===== src/rtl/rc4iv_pkg.sv =====
`timescale 1ns / 1ps

package rc4iv_pkg;

   localparam int BYTE_W     = 8;
   localparam int PERM_DEPTH = 256;
   localparam int KEY_W      = 64;
   localparam int LEN_W      = 5;
   localparam int MAX_SECRET = 16;
   localparam int CSR_IDX_W  = 2;

   localparam logic [CSR_IDX_W-1:0] CSR_KEY_LOW  = 2'd0;
   localparam logic [CSR_IDX_W-1:0] CSR_KEY_HIGH = 2'd1;
   localparam logic [CSR_IDX_W-1:0] CSR_LENGTH   = 2'd2;

   // Commands from the controller; at most one phase active per cycle
   typedef struct packed {
      logic start;      // start item transfer: latch IV, clear counters
      logic cipher;     // cipher item transfer: latch byte, advance i
      logic init;       // write identity entry
      logic ks_read;    // key schedule: take S[n], read S[j]
      logic ks_wr_n;    // key schedule: S[n] <= S[j]
      logic ks_wr_j;    // key schedule: S[j] <= old S[n], read S[n+1]
      logic gen_read;   // generator: take S[i], read S[j]
      logic gen_wr_i;   // generator: S[i] <= S[j]
      logic gen_wr_j;   // generator: S[j] <= old S[i], read S[si+sj]
      logic gen_out;    // generator: load result register
   } cmd_type;

   typedef struct packed {
      logic n_last;     // sweep counter at final entry
      logic out_free;   // result register can take a new byte
   } status_type;

endpackage


===== src/rtl/rc4iv_ram.sv =====
`timescale 1ns / 1ps

module rc4iv_ram #(
   parameter int DATA_W = 8,
   parameter int DEPTH  = 256
) (
   input  logic                     clock,
   input  logic                     wr_en,
   input  logic [$clog2(DEPTH)-1:0] wr_addr,
   input  logic [DATA_W-1:0]        wr_data,
   input  logic [$clog2(DEPTH)-1:0] rd_addr,
   output logic [DATA_W-1:0]        rd_data
);

   logic [DATA_W-1:0] mem_ff [DEPTH];
   logic [DATA_W-1:0] rd_data_ff;

   // Write-first: a read of the address being written returns the new data
   always_ff @(posedge clock) begin
      if (wr_en) begin
         mem_ff[wr_addr] <= wr_data;
      end
      if (wr_en && (wr_addr == rd_addr)) begin
         rd_data_ff <= wr_data;
      end else begin
         rd_data_ff <= mem_ff[rd_addr];
      end
   end

   assign rd_data = rd_data_ff;

endmodule


===== src/rtl/rc4iv_dp.sv =====
`timescale 1ns / 1ps

module rc4iv_dp
   import rc4iv_pkg::*;
(
   input  logic                 clock,
   input  logic                 reset,
   input  logic [BYTE_W-1:0]    req_data_byte,
   input  logic                 csr_write,
   input  logic [CSR_IDX_W-1:0] csr_index,
   input  logic [KEY_W-1:0]     csr_wdata,
   output logic                 rsp_valid,
   input  logic                 rsp_stall,
   output logic [BYTE_W-1:0]    rsp_result_byte,
   input  cmd_type              cmd,
   output status_type           status
);

   localparam int ADDR_W = $clog2(PERM_DEPTH);
   localparam logic [ADDR_W-1:0] LAST_ENTRY = ADDR_W'(PERM_DEPTH - 1);

   logic [KEY_W-1:0]  key_low_ff, key_high_ff;
   logic [LEN_W-1:0]  len_ff;
   logic [ADDR_W-1:0] n_ff, n_in;
   logic [ADDR_W-1:0] i_ff, i_in;
   logic [ADDR_W-1:0] j_ff, j_in;
   logic [LEN_W-1:0]  pos_ff, pos_in;
   logic [BYTE_W-1:0] si_ff, si_in;
   logic [BYTE_W-1:0] sj_ff, sj_in;
   logic [BYTE_W-1:0] iv_ff, iv_in;
   logic [BYTE_W-1:0] text_ff, text_in;
   logic              rsp_valid_ff, rsp_valid_in;
   logic [BYTE_W-1:0] rsp_byte_ff, rsp_byte_in;

   logic              wr_en;
   logic [ADDR_W-1:0] wr_addr, rd_addr;
   logic [BYTE_W-1:0] wr_data, rd_data;

   logic [LEN_W-1:0]     used_len;
   logic [2*KEY_W-1:0]   secret_all;
   logic [3:0]           secret_idx;
   logic [LEN_W-1:0]     pos_dec;
   logic [BYTE_W-1:0]    key_byte;
   logic [ADDR_W-1:0]    ks_sum, gen_sum, out_addr;
   logic                 out_free;

   rc4iv_ram #(
      .DATA_W(BYTE_W),
      .DEPTH (PERM_DEPTH)
   ) u_perm (
      .clock  (clock),
      .wr_en  (wr_en),
      .wr_addr(wr_addr),
      .wr_data(wr_data),
      .rd_addr(rd_addr),
      .rd_data(rd_data)
   );

   always_comb begin
      if (len_ff == '0) begin
         used_len = LEN_W'(1);
      end else if (len_ff > LEN_W'(MAX_SECRET)) begin
         used_len = LEN_W'(MAX_SECRET);
      end else begin
         used_len = len_ff;
      end
   end

   // Position zero of the cyclic key is the IV, the rest are secret bytes
   assign secret_all = {key_high_ff, key_low_ff};
   assign pos_dec    = pos_ff - LEN_W'(1);
   assign secret_idx = pos_dec[3:0];
   assign key_byte   = (pos_ff == '0) ? iv_ff : secret_all[secret_idx*BYTE_W +: BYTE_W];

   assign ks_sum   = j_ff + rd_data + key_byte;
   assign gen_sum  = j_ff + rd_data;
   assign out_addr = si_ff + sj_ff;
   assign out_free = !rsp_valid_ff || !rsp_stall;

   always_comb begin
      wr_en   = 1'b0;
      wr_addr = n_ff;
      wr_data = n_ff;
      rd_addr = i_ff + ADDR_W'(1);
      n_in    = n_ff;
      i_in    = i_ff;
      j_in    = j_ff;
      pos_in  = pos_ff;
      si_in   = si_ff;
      sj_in   = sj_ff;
      iv_in   = iv_ff;
      text_in = text_ff;
      rsp_byte_in  = rsp_byte_ff;
      rsp_valid_in = rsp_valid_ff && rsp_stall;

      if (cmd.start) begin
         iv_in  = req_data_byte;
         n_in   = '0;
         j_in   = '0;
         pos_in = '0;
      end
      if (cmd.cipher) begin
         text_in = req_data_byte;
         i_in    = i_ff + ADDR_W'(1);
      end
      if (cmd.init) begin
         wr_en   = 1'b1;
         rd_addr = '0;
         n_in    = n_ff + ADDR_W'(1);
      end
      if (cmd.ks_read) begin
         si_in   = rd_data;
         j_in    = ks_sum;
         rd_addr = ks_sum;
         pos_in  = (pos_ff == used_len) ? '0 : pos_ff + LEN_W'(1);
      end
      if (cmd.ks_wr_n) begin
         wr_en   = 1'b1;
         wr_data = rd_data;
      end
      if (cmd.ks_wr_j) begin
         wr_en   = 1'b1;
         wr_addr = j_ff;
         wr_data = si_ff;
         rd_addr = n_ff + ADDR_W'(1);
         n_in    = n_ff + ADDR_W'(1);
         if (n_ff == LAST_ENTRY) begin
            i_in = '0;
            j_in = '0;
         end
      end
      if (cmd.gen_read) begin
         si_in   = rd_data;
         j_in    = gen_sum;
         rd_addr = gen_sum;
      end
      if (cmd.gen_wr_i) begin
         sj_in   = rd_data;
         wr_en   = 1'b1;
         wr_addr = i_ff;
         wr_data = rd_data;
      end
      if (cmd.gen_wr_j) begin
         wr_en   = 1'b1;
         wr_addr = j_ff;
         wr_data = si_ff;
         rd_addr = out_addr;
      end
      if (cmd.gen_out) begin
         // hold the read address so the keystream byte stays put while stalled
         rd_addr = out_addr;
         if (out_free) begin
            rsp_byte_in  = text_ff ^ rd_data;
            rsp_valid_in = 1'b1;
         end
      end
   end

   always_ff @(posedge clock) begin
      if (reset) begin
         key_low_ff   <= '0;
         key_high_ff  <= '0;
         len_ff       <= LEN_W'(3);
         i_ff         <= '0;
         j_ff         <= '0;
         rsp_valid_ff <= 1'b0;
      end else begin
         if (csr_write && (csr_index == CSR_KEY_LOW)) begin
            key_low_ff <= csr_wdata;
         end
         if (csr_write && (csr_index == CSR_KEY_HIGH)) begin
            key_high_ff <= csr_wdata;
         end
         if (csr_write && (csr_index == CSR_LENGTH)) begin
            len_ff <= csr_wdata[LEN_W-1:0];
         end
         i_ff         <= i_in;
         j_ff         <= j_in;
         rsp_valid_ff <= rsp_valid_in;
      end
   end

   always_ff @(posedge clock) begin
      n_ff        <= n_in;
      pos_ff      <= pos_in;
      si_ff       <= si_in;
      sj_ff       <= sj_in;
      iv_ff       <= iv_in;
      text_ff     <= text_in;
      rsp_byte_ff <= rsp_byte_in;
   end

   assign status.n_last   = (n_ff == LAST_ENTRY);
   assign status.out_free = out_free;

   assign rsp_valid       = rsp_valid_ff;
   assign rsp_result_byte = rsp_byte_ff;

`ifndef NO_ASSERTIONS
   a_indices_cleared: assert property (@(posedge clock) disable iff (reset)
      (cmd.ks_wr_j && status.n_last) |=> (i_ff == '0) && (j_ff == '0))
      else $error("indices not cleared after key schedule");

   a_result_loaded: assert property (@(posedge clock) disable iff (reset)
      (cmd.gen_out && out_free) |=> rsp_valid_ff)
      else $error("result not presented after generator step");
`endif

endmodule


===== src/rtl/rc4iv_ctrl.sv =====
`timescale 1ns / 1ps

module rc4iv_ctrl
   import rc4iv_pkg::*;
(
   input  logic       clock,
   input  logic       reset,
   input  logic       req_valid,
   input  logic       req_action,
   output logic       req_stall,
   output cmd_type    cmd,
   input  status_type status
);

   localparam logic [3:0] ST_IDLE  = 4'd0;
   localparam logic [3:0] ST_INIT  = 4'd1;
   localparam logic [3:0] ST_KS_RD = 4'd2;
   localparam logic [3:0] ST_KS_WN = 4'd3;
   localparam logic [3:0] ST_KS_WJ = 4'd4;
   localparam logic [3:0] ST_GN_RD = 4'd5;
   localparam logic [3:0] ST_GN_WI = 4'd6;
   localparam logic [3:0] ST_GN_WJ = 4'd7;
   localparam logic [3:0] ST_GN_OUT = 4'd8;

   logic [3:0] state_ff, state_in;
   logic       accept;

   assign req_stall = (state_ff != ST_IDLE);
   assign accept    = req_valid && (state_ff == ST_IDLE);

   always_comb begin
      cmd          = '0;
      cmd.start    = accept && !req_action;
      cmd.cipher   = accept && req_action;
      cmd.init     = (state_ff == ST_INIT);
      cmd.ks_read  = (state_ff == ST_KS_RD);
      cmd.ks_wr_n  = (state_ff == ST_KS_WN);
      cmd.ks_wr_j  = (state_ff == ST_KS_WJ);
      cmd.gen_read = (state_ff == ST_GN_RD);
      cmd.gen_wr_i = (state_ff == ST_GN_WI);
      cmd.gen_wr_j = (state_ff == ST_GN_WJ);
      cmd.gen_out  = (state_ff == ST_GN_OUT);
   end

   always_comb begin
      state_in = state_ff;
      case (state_ff)
         ST_IDLE: begin
            if (accept) begin
               state_in = req_action ? ST_GN_RD : ST_INIT;
            end
         end
         ST_INIT: begin
            if (status.n_last) begin
               state_in = ST_KS_RD;
            end
         end
         ST_KS_RD: state_in = ST_KS_WN;
         ST_KS_WN: state_in = ST_KS_WJ;
         ST_KS_WJ: begin
            state_in = status.n_last ? ST_IDLE : ST_KS_RD;
         end
         ST_GN_RD: state_in = ST_GN_WI;
         ST_GN_WI: state_in = ST_GN_WJ;
         ST_GN_WJ: state_in = ST_GN_OUT;
         ST_GN_OUT: begin
            // hold until the result register is free
            if (status.out_free) begin
               state_in = ST_IDLE;
            end
         end
         default: state_in = ST_IDLE;
      endcase
   end

   always_ff @(posedge clock) begin
      if (reset) begin
         state_ff <= ST_IDLE;
      end else begin
         state_ff <= state_in;
      end
   end

`ifndef NO_ASSERTIONS
   a_out_hold: assert property (@(posedge clock) disable iff (reset)
      (state_ff == ST_GN_OUT && !status.out_free) |=> (state_ff == ST_GN_OUT))
      else $error("generator left output phase while result register busy");

   a_init_to_ks: assert property (@(posedge clock) disable iff (reset)
      (state_ff == ST_INIT && status.n_last) |=> (state_ff == ST_KS_RD))
      else $error("key schedule did not follow identity fill");

   a_start_fill: assert property (@(posedge clock) disable iff (reset)
      cmd.start |=> (state_ff == ST_INIT))
      else $error("start transfer did not begin identity fill");
`endif

endmodule


===== src/rtl/rc4_iv_keyed_stream_cipher.sv =====
// Cipher byte: generator read, S[i] write, S[j] write, then the output phase, which holds
// until the result register is free. Start item: identity fill, then key schedule. Both are
// paced by the single read and write port of the permutation RAM; no item is taken until idle.
// Reset (synchronous) clears control and indices and returns the key registers to their
// defaults; the permutation is not cleared and holds nothing defined until the first start item.
`timescale 1ns / 1ps

module rc4_iv_keyed_stream_cipher
   import rc4iv_pkg::*;
(
   input  logic                 clock,
   input  logic                 reset,
   input  logic                 req_valid,
   output logic                 req_stall,
   input  logic                 req_action,
   input  logic [BYTE_W-1:0]    req_data_byte,
   output logic                 rsp_valid,
   input  logic                 rsp_stall,
   output logic [BYTE_W-1:0]    rsp_result_byte,
   input  logic                 csr_write,
   input  logic [CSR_IDX_W-1:0] csr_index,
   input  logic [KEY_W-1:0]     csr_wdata
);

   cmd_type    cmd;
   status_type status;

   rc4iv_ctrl u_ctrl (
      .clock     (clock),
      .reset     (reset),
      .req_valid (req_valid),
      .req_action(req_action),
      .req_stall (req_stall),
      .cmd       (cmd),
      .status    (status)
   );

   rc4iv_dp u_dp (
      .clock          (clock),
      .reset          (reset),
      .req_data_byte  (req_data_byte),
      .csr_write      (csr_write),
      .csr_index      (csr_index),
      .csr_wdata      (csr_wdata),
      .rsp_valid      (rsp_valid),
      .rsp_stall      (rsp_stall),
      .rsp_result_byte(rsp_result_byte),
      .cmd            (cmd),
      .status         (status)
   );

endmodule

===== config.mk =====
export PLATFORM = sky130hd
export DESIGN_NAME = rc4_iv_keyed_stream_cipher
export DESIGN_NICKNAME = d
export VERILOG_FILES = /design/src/rtl/rc4iv_pkg.sv /design/src/rtl/rc4iv_ram.sv /design/src/rtl/rc4iv_dp.sv /design/src/rtl/rc4iv_ctrl.sv /design/src/rtl/rc4_iv_keyed_stream_cipher.sv
export SDC_FILE = /design/constraint.sdc
export NUM_CORES = 2
export LEC_CHECK = 0
export BUFFER_PORTS_ARGS = -buffer_cell sky130_fd_sc_hd__buf_4
export CAP_MARGIN = 20
export CORE_MARGIN = 5
export CORE_UTILIZATION = 35
export DETAILED_ROUTE_END_ITERATION = 8
export PLACE_DENSITY = 0.55
export SLEW_MARGIN = 5
export SYNTH_ARGS = -nofsm -noshare
export SYNTH_HDL_FRONTEND = slang
export SYNTH_SLANG_ARGS = --single-unit

===== constraint.sdc =====
create_clock -name clock -period 28.1 [get_ports clock]
set_clock_uncertainty 0.05 [all_clocks]
set_input_delay 2.81 -clock clock [delete_from_list [all_inputs] [get_ports clock]]
set_output_delay 2.81 -clock clock [all_outputs]
set_load 0.01 [all_outputs]

# Word level (Yosys, flattened, before mapping)
# Memories as Yosys holds them, arrays and structs flattened. A register that Yosys moved wholly into a read port is not among the register bits.
# Index checks and enable logic that the tools add are counted.
# word_totals
ram_bits,2048
register_bits,207
wordCells,108
memories,1
inputBits,80
out_inout_bits,10
# classes
order_cmp,1
bitwise,1
shifts,1
n_addsub,7
reduce_logical,21
eq_ne,15
n_mux,47
# mem_list
name,depth,word_bits,read_ports,rd_clocked_by_memory_dff,write_ports,line_no,rtl
u_dp.u_perm.mem_ff,256,8,1,1,1,rc4iv_ram.sv:15,logic [DATA_W-1:0] mem_ff [DEPTH];
# ops
cell,n
two-way mux 8 bit,27
variable part select 128 x 8 -> 8 bit,1
one-hot mux 4 bit (9 select lines),1
two-way mux 5 bit,5
adder 8 bit,3
"adder 8 x 1 -> 8 bit, second input constant",2
"equality test 4 x 3 -> 1 bit, second input constant",4
two-way mux 4 bit,3
logical NOT 5 bit,2
two-way mux 1 bit,9
"equality test 4 x 2 -> 1 bit, second input constant",2
"equality test 8 bit, second input constant",1
bitwise XOR 8 bit,1
logical AND 1 bit,7
"inequality test 2 x 1 -> 1 bit, second input constant",3
"adder 5 x 1 -> 5 bit, second input constant",1
equality test 5 bit,1
"> comparator 5 bit, second input constant",1
"equality test 4 x 1 -> 1 bit, second input constant",1
"equality test 4 bit, second input constant",1
logical NOT 4 bit,1
nonzero test 2 bit,2
nonzero test 4 bit,1
"subtractor 4 x 1 -> 4 bit, second input constant",1
10 further kinds,12

# Longest topological paths before layout
# logic_depth
depth_word,9
mapped_depth,26
depth_no_buf,20

# Modules after synthesis
# A second synthesis with hierarchy kept.
# hier_totals
cells_unflattened,4894
hier_area_um2,89986.3
# by_module_without_submodules
mod,seq_area_each_um2,n_inst,cells_per_inst,area_per_inst_um2
rc4iv_ram,61659.1,1,3733,79556.3
rc4iv_dp,4594.4,1,1117,10063.4
rc4iv_ctrl,80.1,1,44,366.6

# Least setup slack after synthesis
# Ideal clock, no wire load.
# synth_timing
path_kind,reg2reg
from,reg with a tool-made name
to,mem u_dp.u_perm.mem_ff[0][5] (data pin)
setup_ns,1.391
setup_slack_ns,18.241
t_arrival_ns,8.418
synth_period_minus_slack_ns,9.859
required_ns,26.659
n_path_buf,5
path_stages_with_launch,10
path_cell_list,dfxtp_1 clkbuf_1 buf_2 buf_1 clkbuf_1 clkbuf_1 mux4_2 mux4_2 a221oi_1 nor2_1
# synth_rtl
item,line_no
end: declaration,rc4iv_ram.sv:15

==> impl_table.tex <==
\begin{tabular}{lr}
\hline
Metric & Value \\
\hline
\multicolumn{2}{l}{\textbf{Global route}} \\
Pin count of the biggest net entering global routing & 118 \\
Global-route wire length before repair & 334200 um \\
Total grt overflow & 0 \\
Via count of the first global-routing pass & 44830 \\
GRT Overall Usage & 17.21\% \\
Antenna violations before repair & 9 \\
\multicolumn{2}{l}{\textbf{Clock network}} \\
TritonCTS clock tree & yes \\
Total number of clock tree sinks & 2263 \\
Clock-pin transition on the worst setup and hold timing paths & 60 ps \\
Number of hold buffers added after cts & 0 \\
Clock root buffer & sky130\_fd\_sc\_hd\_\_clkbuf\_16 \\
PostCTS Resize Cnt & 0 \\
Clock latency at the later pin of the worst-skew pair & between 800 and 900 ps \\
Setup Buffers After CTS & 0 \\
CTS H-tree lvls & 4 \\
Number of clock buffers inserted by TritonCTS & 227 \\
Maximum root-to-sink buffer count & 3 \\
\multicolumn{2}{l}{\textbf{STA}} \\
Setup repair after global routing missed its margin & no \\
Final Critical Period & roughly 9400 ps \\
Max transition margin & just over 20\% \\
Final hold violation count & 0 \\
Total negative slack for setup checks & 0 ps \\
Final number of max-transition violations & 0 \\
Maximum frequency from static timing analysis & roughly 0.11 GHz \\
Setup violators final & 0 \\
Final Hold Slack & approximately 400 ps \\
Final period util & roughly a third \\
Smallest setup slack after layout & about 19000 ps \\
Pin slew with the least headroom to its limit & 1190 ps \\
\multicolumn{2}{l}{\textbf{Synth}} \\
Unique masters post-synth & 57 \\
Commonest register cell after synthesis & sky130\_fd\_sc\_hd\_\_edfxtp\_1 \\
Sequential area share after synthesis & 74.07\% \\
Ranking of synthesized cells by instance count & sky130\_fd\_sc\_hd\_\_edfxtp\_1, sky130\_fd\_sc\_hd\_\_mux4\_2, sky130\_fd\_sc\_hd\_\_nand2\_1, sky130\_fd\_sc\_hd\_\_nor2\_1, sky130\_fd\_sc\_hd\_\_a21oi\_1 \\
Most repeated cell in the gate-level netlist after synthesis & sky130\_fd\_sc\_hd\_\_edfxtp\_1 \\
Gate count of the mapped netlist & between 4000 and 5000 \\
YS warnings & 0 \\
Net count after synthesis & 4608 \\
Mean Syn Cell Area & 19.90 sq um \\
Share of synthesized registers carrying an async set or reset & 0\% \\
Post-synth design cell area & around 0.090 sq mm \\
Count of flip-flops with a built-in enable after synthesis & approximately 2100 \\
Flop and latch count out of synthesis & 2263 \\
Share of the synthesized area in the top cell type & 70.45\% \\
Cell types occupying the most area after synthesis & sky130\_fd\_sc\_hd\_\_edfxtp\_1, sky130\_fd\_sc\_hd\_\_mux4\_2, sky130\_fd\_sc\_hd\_\_dfxtp\_1 \\
Cell accounting for the most synthesized area & sky130\_fd\_sc\_hd\_\_edfxtp\_1 \\
\multicolumn{2}{l}{\textbf{Routing}} \\
Drt via density & 5.402 \\
Drc violations & 0 \\
Number of DRC violations after detailed-routing iteration 0 & 5076 \\
Antenna-violating nets left & 0 \\
Detailed-route via count & 44330 \\
Average detailed-routed wire length per instance & 28.09 um \\
Routed WL & 230500 um \\
TritonRoute pass-1 iters & 6 \\
\multicolumn{2}{l}{\textbf{Power and ir drop}} \\
Power consumption & $\sim$9600 uW \\
Pwr Density & 94.36 mW/mm\^{}2 \\
Leakage power figure & between 0.03 and 0.04 uW \\
IR drop worst, VDD & 0.06082 mV \\
\multicolumn{2}{l}{\textbf{Worst setup path}} \\
Crit Path Class & reg2reg \\
Critical Path Source Type & register \\
Slowest-stage cell, CP & sky130\_fd\_sc\_hd\_\_buf\_4 \\
Worst stage delay on the critical path & 820 ps \\
Cell type with the highest occurrence count on the critical path & sky130\_fd\_sc\_hd\_\_mux4\_2 \\
Capturing element type of the critical path & register \\
Endpoint required time on the critical path & 28730 ps \\
Critical path data arrival time & approximately 10000 ps \\
Cell-by-cell listing of the critical path & buf\_12, buf\_4, buf\_4, buf\_4, mux4\_2, mux4\_2, mux4\_2, mux4\_2, ha\_1, fa\_1, a21oi\_1, nor2\_1, nor2\_1, o21bai\_1, a21oi\_1, xnor2\_1, ha\_1, nor2b\_1, a221oi\_1, xnor3\_1, a21oi\_1, a211oi\_1 \\
CP Max Fanout & 94 \\
\multicolumn{2}{l}{\textbf{Die}} \\
Placeable core area & between 0.2 and 0.3 sq mm \\
Area enclosed by the die boundary & $\sim$0.27 sq mm \\
Chip height & 515.8 um \\
Width of the die & 515.8 um \\
Initial standard-cell utilization of the core & 35.20\% \\
Std-Cell Rows & 185 \\
\# IOs & 90 \\
\multicolumn{2}{l}{\textbf{Placement}} \\
Placed cells & $\sim$7800 \\
Final weighted congestion in routability-driven placement & 0.8162 \\
Detail Placement HPWL & 139400 um \\
Pre-CTS setup slack & 18420 ps \\
Quantity of I/O buffers inserted on ports & 89 \\
\multicolumn{2}{l}{\textbf{Worst hold path}} \\
Worst hold-check path type & reg2reg \\
\multicolumn{2}{l}{\textbf{Final layout}} \\
Post-layout instance count excluding filler cells & 8206 \\
Post-layout nets & 4756 \\
Fraction of layout instances using a drive strength above 1 & 25.34\% \\
Fill count & 22530 \\
Area growth from synthesis to layout & 13.18\% \\
\multicolumn{2}{l}{\textbf{Run}} \\
Number of maximum-capacitance constraint violations & 0 \\
\multicolumn{2}{l}{\textbf{Outcome}} \\
Run status & completed \\
\hline
\end{tabular}
-- power breakdown --
group | internal [uW] | switching (uW) | total [uW] | leakage (uW)
Combinational | 983 | 1530 | 2510 | 0.00725
Sequential | 4060 | 72.1 | 4130 | 0.0203
Clock | 1630 | 1290 | 2920 | 0.00347
-- worst paths after layout --
path,from,endpoint,slack (ps),cells after the start
max,register,u_dp.j_ff[7],18670,22
min,u_dp.key_high_ff[55],u_dp.key_high_ff[55],400,2
max reg2reg,register,u_dp.j_ff[7],18670,22
min reg2reg,u_dp.key_high_ff[55],u_dp.key_high_ff[55],400,2
-- area by class of cell --
class / instances / area, sq um / area share [%]
Inverter: 29 / 108.9 / 0.1074
Sequential cell: 2263 / 66350 / 65.47
Clock buffer: 289 / 5943 / 5.864
Multi-Input combinational cell: 1941 / 22020 / 21.72
Antenna cell: 5 / 12.51 / 0.01235
Timing Repair Buffer: 186 / 1530 / 1.510
Clock inverter: 127 / 1176 / 1.160
Tap cell: 3366 / 4212 / 4.155
-- critical path: cells and delay by family (launching register included) --
kind / cells / cell delay, ps
adder cells (fa/ha/maj): 3 / 990
multiplexers: 4 / 2320
buffers and inverters: 4 / 2940
AND/OR/NAND/NOR: 3 / 390
AO/OA/AOI/OAI: 6 / 1110
XOR/XNOR: 2 / 430
flip-flops: 1 / 770
-- routing by layer --
metal / track usage [%] / part of all wire [%] / wire length, um
met1: 24.77 / 44 / 100700
met2: 27.33 / 48 / 109600
met3: 3.303 / 6.8 / 15630
met4: 3.772 / 2.0 / 4548
met5: 0 / 0.0061 / 14
-- logic make-up (layout without fill, tap and decap cells) --
logic type      count (synthesis)  after routing  share of synthesized area (%)
fa+ha+maj                      28             28                         0.4164
buf+inv                       296            631                          1.463
flops                        2263           2263                          74.07
simple gates                  805            805                          3.596
other cells                     0              5                              0
mux                           736            736                          17.83
xor+xnor                       57             57                         0.5728
compound gates                315            315                          2.050
-- sequential cells by signal, summed over array words and instances (netlist names), 5 cells and up, named ones only --
signal,count
u_dp.j_ff,8
u_dp.i_ff,8
u_dp.si_ff,8
u_dp.text_ff,8
u_dp.u_perm.mem_ff,2048
u_dp.key_low_ff,64
u_dp.key_high_ff,64
u_dp.len_ff,5
u_dp.n_ff,8
u_dp.pos_ff,5
u_dp.sj_ff,8
u_dp.rsp_result_byte,8
u_dp.iv_ff,8
-- stage by stage --
| step | util (%) | instance area (sq um) |
|---|---|---|
| floorplan | - | 89550 |
| detailed placement | 36.98 | 94060 |
| global route | 39.84 | 101300 |
| CTS | 39.77 | 101200 |
| global placement | 36.96 | 94020 |
| finish | 39.84 | 101400 |
-- cells in the final DEF, fill, tap and decap left out, types with 5 or more instances in the layout --
cell	count
sky130_fd_sc_hd__clkbuf_1	59
sky130_fd_sc_hd__a211o_1	5
sky130_fd_sc_hd__a31oi_1	7
sky130_fd_sc_hd__nand2b_1	10
sky130_fd_sc_hd__dfxtp_1	157
sky130_fd_sc_hd__edfxtp_1	2101
sky130_fd_sc_hd__clkinv_2	42
sky130_fd_sc_hd__xor2_1	26
sky130_fd_sc_hd__and3_1	7
sky130_fd_sc_hd__a221oi_1	5
sky130_fd_sc_hd__nand2_1	350
sky130_fd_sc_hd__o21bai_1	7
sky130_fd_sc_hd__ha_1	25
sky130_fd_sc_hd__bufinv_16	14
sky130_fd_sc_hd__dfxtp_4	5
sky130_fd_sc_hd__clkinv_16	6
sky130_fd_sc_hd__and2_1	6
sky130_fd_sc_hd__buf_6	9
sky130_fd_sc_hd__nor3_1	18
sky130_fd_sc_hd__nor2_1	349
sky130_fd_sc_hd__mux4_2	684
sky130_fd_sc_hd__o21ai_0	36
sky130_fd_sc_hd__mux2_2	20
sky130_fd_sc_hd__a21oi_1	186
sky130_fd_sc_hd__diode_2	5
sky130_fd_sc_hd__a211oi_1	11
sky130_fd_sc_hd__clkinvlp_4	5
sky130_fd_sc_hd__buf_4	169
sky130_fd_sc_hd__a21o_1	13
sky130_fd_sc_hd__nand3_1	22
sky130_fd_sc_hd__clkbuf_16	227
sky130_fd_sc_hd__a22oi_1	12
sky130_fd_sc_hd__clkinv_1	50
sky130_fd_sc_hd__mux2i_1	31
sky130_fd_sc_hd__inv_1	28
sky130_fd_sc_hd__buf_12	5
sky130_fd_sc_hd__o22ai_1	11
sky130_fd_sc_hd__nor2b_1	12
sky130_fd_sc_hd__xnor2_1	29
Note: power is estimated with default switching activity, not from simulation.
